===== src/hdl/ffa_pkg.sv =====
`default_nettype none
package ffa_pkg;

   localparam int TABLE_DEPTH_DEF  = 512;
   localparam int HEADER_BYTES_DEF = 4;

   localparam logic [15:0] HEAP_LIMIT_RESET  = 16'd10240;
   localparam logic [9:0]  CHUNK_LIMIT_RESET = 10'd510;

   localparam logic CSR_HEAP_LIMIT  = 1'b0;
   localparam logic CSR_CHUNK_LIMIT = 1'b1;

   localparam logic REQ_ALLOC = 1'b0;
   localparam logic REQ_FREE  = 1'b1;

   typedef struct packed {
      logic        req_type;
      logic [15:0] alloc_bytes;
      logic [15:0] free_offset;
   } req_item_type;

   typedef struct packed {
      logic        ok;
      logic [15:0] payload_offset;
   } rsp_item_type;

   typedef enum logic [4:0] {
      OP_NONE,
      OP_START,
      OP_RD,
      OP_A_NEXT,
      OP_A_TAKE,
      OP_SPLIT_SET,
      OP_SH_RD,
      OP_SH_WR,
      OP_SPLIT_LO,
      OP_SPLIT_HI,
      OP_GROW,
      OP_FAIL,
      OP_F_NEXT,
      OP_F_HIT,
      OP_M_EV,
      OP_M_FIN,
      OP_F_MISS
   } op_type;

   typedef struct packed {
      logic at_end;
      logic a_take;
      logic a_split;
      logic grow_ok;
      logic f_hit;
      logic sh_more;
   } status_type;

endpackage
`default_nettype wire


===== src/hdl/ffa_ctrl.sv =====
`default_nettype none
module ffa_ctrl (
   input  wire logic              clock,
   input  wire logic              reset,
   input  wire logic              start,
   input  wire logic              req_kind,
   input  ffa_pkg::status_type    status,
   output ffa_pkg::op_type        op,
   output logic                   busy
);
   import ffa_pkg::*;

   typedef enum logic [3:0] {
      S_IDLE, S_A_RD, S_A_EV, S_SH_CHK, S_SH_EV, S_HI,
      S_F_RD, S_F_EV, S_M_RD, S_M_EV
   } state_type;

   state_type state_ff, state_in;
   logic      busy_ff;

   always_comb begin
      state_in = state_ff;
      op       = OP_NONE;
      case (state_ff)
         S_IDLE: begin
            if (start) begin
               op       = OP_START;
               state_in = (req_kind == REQ_FREE) ? S_F_RD : S_A_RD;
            end
         end
         S_A_RD: begin
            if (status.at_end) begin
               op       = status.grow_ok ? OP_GROW : OP_FAIL;
               state_in = S_IDLE;
            end else begin
               op       = OP_RD;
               state_in = S_A_EV;
            end
         end
         S_A_EV: begin
            if (status.a_take) begin
               op       = OP_A_TAKE;
               state_in = S_IDLE;
            end else if (status.a_split) begin
               op       = OP_SPLIT_SET;
               state_in = S_SH_CHK;
            end else begin
               op       = OP_A_NEXT;
               state_in = S_A_RD;
            end
         end
         S_SH_CHK: begin
            if (status.sh_more) begin
               op       = OP_SH_RD;
               state_in = S_SH_EV;
            end else begin
               op       = OP_SPLIT_LO;
               state_in = S_HI;
            end
         end
         S_SH_EV: begin
            op       = OP_SH_WR;
            state_in = S_SH_CHK;
         end
         S_HI: begin
            op       = OP_SPLIT_HI;
            state_in = S_IDLE;
         end
         S_F_RD: begin
            if (status.at_end) begin
               op       = OP_F_MISS;
               state_in = S_IDLE;
            end else begin
               op       = OP_RD;
               state_in = S_F_EV;
            end
         end
         S_F_EV: begin
            if (status.f_hit) begin
               op       = OP_F_HIT;
               state_in = S_M_RD;
            end else begin
               op       = OP_F_NEXT;
               state_in = S_F_RD;
            end
         end
         S_M_RD: begin
            if (status.at_end) begin
               op       = OP_M_FIN;
               state_in = S_IDLE;
            end else begin
               op       = OP_RD;
               state_in = S_M_EV;
            end
         end
         S_M_EV: begin
            op       = OP_M_EV;
            state_in = S_M_RD;
         end
         default: begin
            state_in = S_IDLE;
         end
      endcase
   end

   always_ff @(posedge clock) begin
      if (reset) begin
         state_ff <= S_IDLE;
         busy_ff  <= 1'b0;
      end else begin
         state_ff <= state_in;
         busy_ff  <= (state_in != S_IDLE);
      end
   end

   assign busy = busy_ff;
endmodule
`default_nettype wire


===== config.mk =====
export PLATFORM = sky130hd
export DESIGN_NAME = ffa_ctrl
export DESIGN_NICKNAME = d
export VERILOG_FILES = /design/src/hdl/ffa_pkg.sv /design/src/hdl/ffa_ctrl.sv
export SDC_FILE = /design/constraint.sdc
export NUM_CORES = 1
export LEC_CHECK = 0
export CAP_MARGIN = 25
export CORE_AREA = 2 2 39 41
export CTS_BUF_LIST = sky130_fd_sc_hd__clkbuf_4
export DETAILED_ROUTE_END_ITERATION = 8
export DIE_AREA = 0 0 41 43
export DONT_BUFFER_PORTS = 1
export GPL_ROUTABILITY_DRIVEN = 0
export PLACE_DENSITY = 0.55
export SLEW_MARGIN = 20
export SYNTH_ARGS = -nofsm -noshare
export SYNTH_HDL_FRONTEND = slang
export SYNTH_SLANG_ARGS = --single-unit

===== constraint.sdc =====
create_clock -name clock -period 1.7 [get_ports clock]
set_input_delay 0.17 -clock clock [delete_from_list [all_inputs] [get_ports clock]]
set_output_delay 0.17 -clock clock [all_outputs]
set_load 0.01 [all_outputs]

==> run metrics <==
status=finished clean; HPWL Detailed=1130 um; num rows=14; Unique masters post-synth=35; min-delay worst type=in2reg; Tightest Pin Transition=381 ps; syn_nets=91; CP bufs+invs=2; post-layout util=0.467; largest net degree at the start of global routing=16; Seq/Total Area, Yosys=0.174; Die Area=1760 um^2; Worst Hold Launch=reset; hold path endpoint=state_ff[0]; die height=around 43 um; Via density=6.28; vias in the first global route=559; Finish-stage setup viols=0; Tcrit/Tclk final=0.948; clk buf depth=2; FF-to-FF Start=state_ff[0]; hold path depth=3; die width=41 um; Sum Neg Setup Slack=0 ps; vias post-DR=628; Mapped Cells=81; WP data arrival=1440 ps; pre-CTS setup slack=around 160 ps; Max Clk Rate=between 0.6 and 0.7 GHz; TritonRoute pass-1 iters=4; worst path cell trace=buf_4, inv_2, a21oi_1, nor2_1, a21oi_2; endpoint type of the worst setup path=output pin; critical-path maximum fanout=12; Comb power frac=0.422; DR WL/cell=15.2 um; Slew Viols, Final=0; critical path class=reg2out; Remaining DRCs=0; io pins=16; Main synth FF type=dfxtp_1; Detail Route Antenna Nets=0; met2 Use GR=0.325; reg-to-reg setup timing slack=280 ps; global-route wire length before repair=2570 um; Worst Skew=around 2.6 ps; multi-input logic area=429 um^2; Slew HR=0.746; Initial Util=0.416; H-Tree Depth=1; number of diodes=0; Core Area=around 1400 um^2; Netlist Area Pre-Place=roughly 580 um^2; GR peak layer=met2; P per Cell Area=916 nW/um^2; Slowest-stage cell, CP=dfxtp_2; worst-case reg-to-reg path depth=4; GRT overflow=0; Initial DRC Count=12; CTS Root Buffer Type=clkbuf_4; Req. time, crit path=1530 ps; Worst setup SP type=register; Fin. Hold Viols=0; Static Leak=0.000239 uW; max_cap viols=0; Seq cells post-synth=5; clock sink count=5; GRT Total Usage=0.209; CP delay by family, top=flip-flops; Clk pwr share=0.265; CTS tree=built; net switching power=between 200 and 250 uW; CTS buffer count=3; CTS clk-pin slew, worst paths=50 ps; # nets final=95; crit path time final=about 1600 ps; sw frac=0.381; fraction of layout cells with a size suffix above 1=0.250; I/O Buffers=0; Post-synth EDFFs=0; worst skew pair latency=240 ps; Worst Setup Slack, final=88.3 ps; largest stage delay on the critical path=450 ps; share of synthesized flip-flops with an asynchronous set or reset=0; Yosys warnings=0; IR drop worst, VDD=slightly above 0.0003 V; commonest non-fill, non-tap cells in the layout=nor2_1 (7), a21oi_1 (7), nand2_1 (6); Synth-to-Final Area Change=12.2%; final WL=1520 um; GRT met3 Usage=0.0681; Int Pwr=~370 uW; Fill cells=149; met1 Resource Use GR=0.263; Reg-to-Reg End=busy; Sequential Power Share=0.313; Mean Syn Cell Area=7.11 um^2; RSZ-0062 raised after global routing=true; Seq. cell area=106 um^2; initial antenna violation count=0
==> cells in the mapped netlist (all sizes together) (2+ instances only) <==
master  number  area, um^2
or2          2        12.5
a211oi       3        22.5
o21ai        5        25.0
nor2         7        26.3
nor2b        3        26.3
o22ai        4        25.0
nor4b        2        17.5
a21oi        8        40.0
o221ai       2        17.5
nand2        6        22.5
buf          6        42.5
o311ai       2        25.0
nand3b       2        15.0
nand2b       4        25.0
dfxtp        5         100
inv          6        22.5
==> what timing repair did <==
action	4_1_cts	5_1_grt
resized for setup	2	6
endpoints found under the setup margin	3	3
hold buffers	0	0
buffers inserted	0	0
==> cell families after synthesis <==
logic type,Yosys count,synth area share
AO/OA/AOI/OAI,31,0.365
buffers and inverters,12,0.113
flip-flops,5,0.174
multiplexers,1,0.0174
AND/OR/NAND/NOR,32,0.330
==> power groups by stage <==
stage                     combinational (uW)  sequential [uW]  clock (uW)
after detailed placement                 230              182           0
after global placement                   230              183           0
after floorplan                          216              157           0
after global routing                     274              191         177
final                                    250              185         157
after CTS                                232              182         161
==> stage by stage <==
stage | std cells | hold slack, ps | cell area (um^2) | power, uW
after detailed placement | 96 | 364 | 591 | 412
after floorplan | 81 | 353 | 576 | 373
after global routing | 100 | 110 | 646 | 642
after CTS | 100 | 106 | 623 | 575
final | 100 | 113 | 646 | 591
after global placement | 96 | 369 | 591 | 414
==> worst max-delay path by stage <==
stage / from / cells after the start / to
detailed placement: state_ff[1] / 4 / op[2]
CTS: state_ff[1] / 4 / op[2]
floorplan: state_ff[1] / 5 / op[1]
global placement: state_ff[1] / 4 / op[2]
global route: state_ff[2] / 5 / op[1]
finish: state_ff[2] / 5 / op[1]
==> routing by layer <==
layer	vias up	share of wire	wire length [um]
met5	-	0	0
met4	0	0	0
met3	0	0.050	76
met2	25	0.49	747
met1	299	0.46	697
li1	304	-	-
==> tightest hold or removal path: stages <==
cell and delay [ps]:
inv_1 30, o311ai_2 70, inv_1 40
==> final cells by class <==
type	instances	share of cell area
multi-input combinational	64	0.665
clock buffer	4	0.0465
timing repair buffer	5	0.0581
tap	16	0.0310
sequential	5	0.165
inverter	6	0.0349
==> flip-flops by register name (all words and copies together), names as in the netlist <==
signal	flops
busy	1
state_ff	4
(Power assumes the default switching activity.)
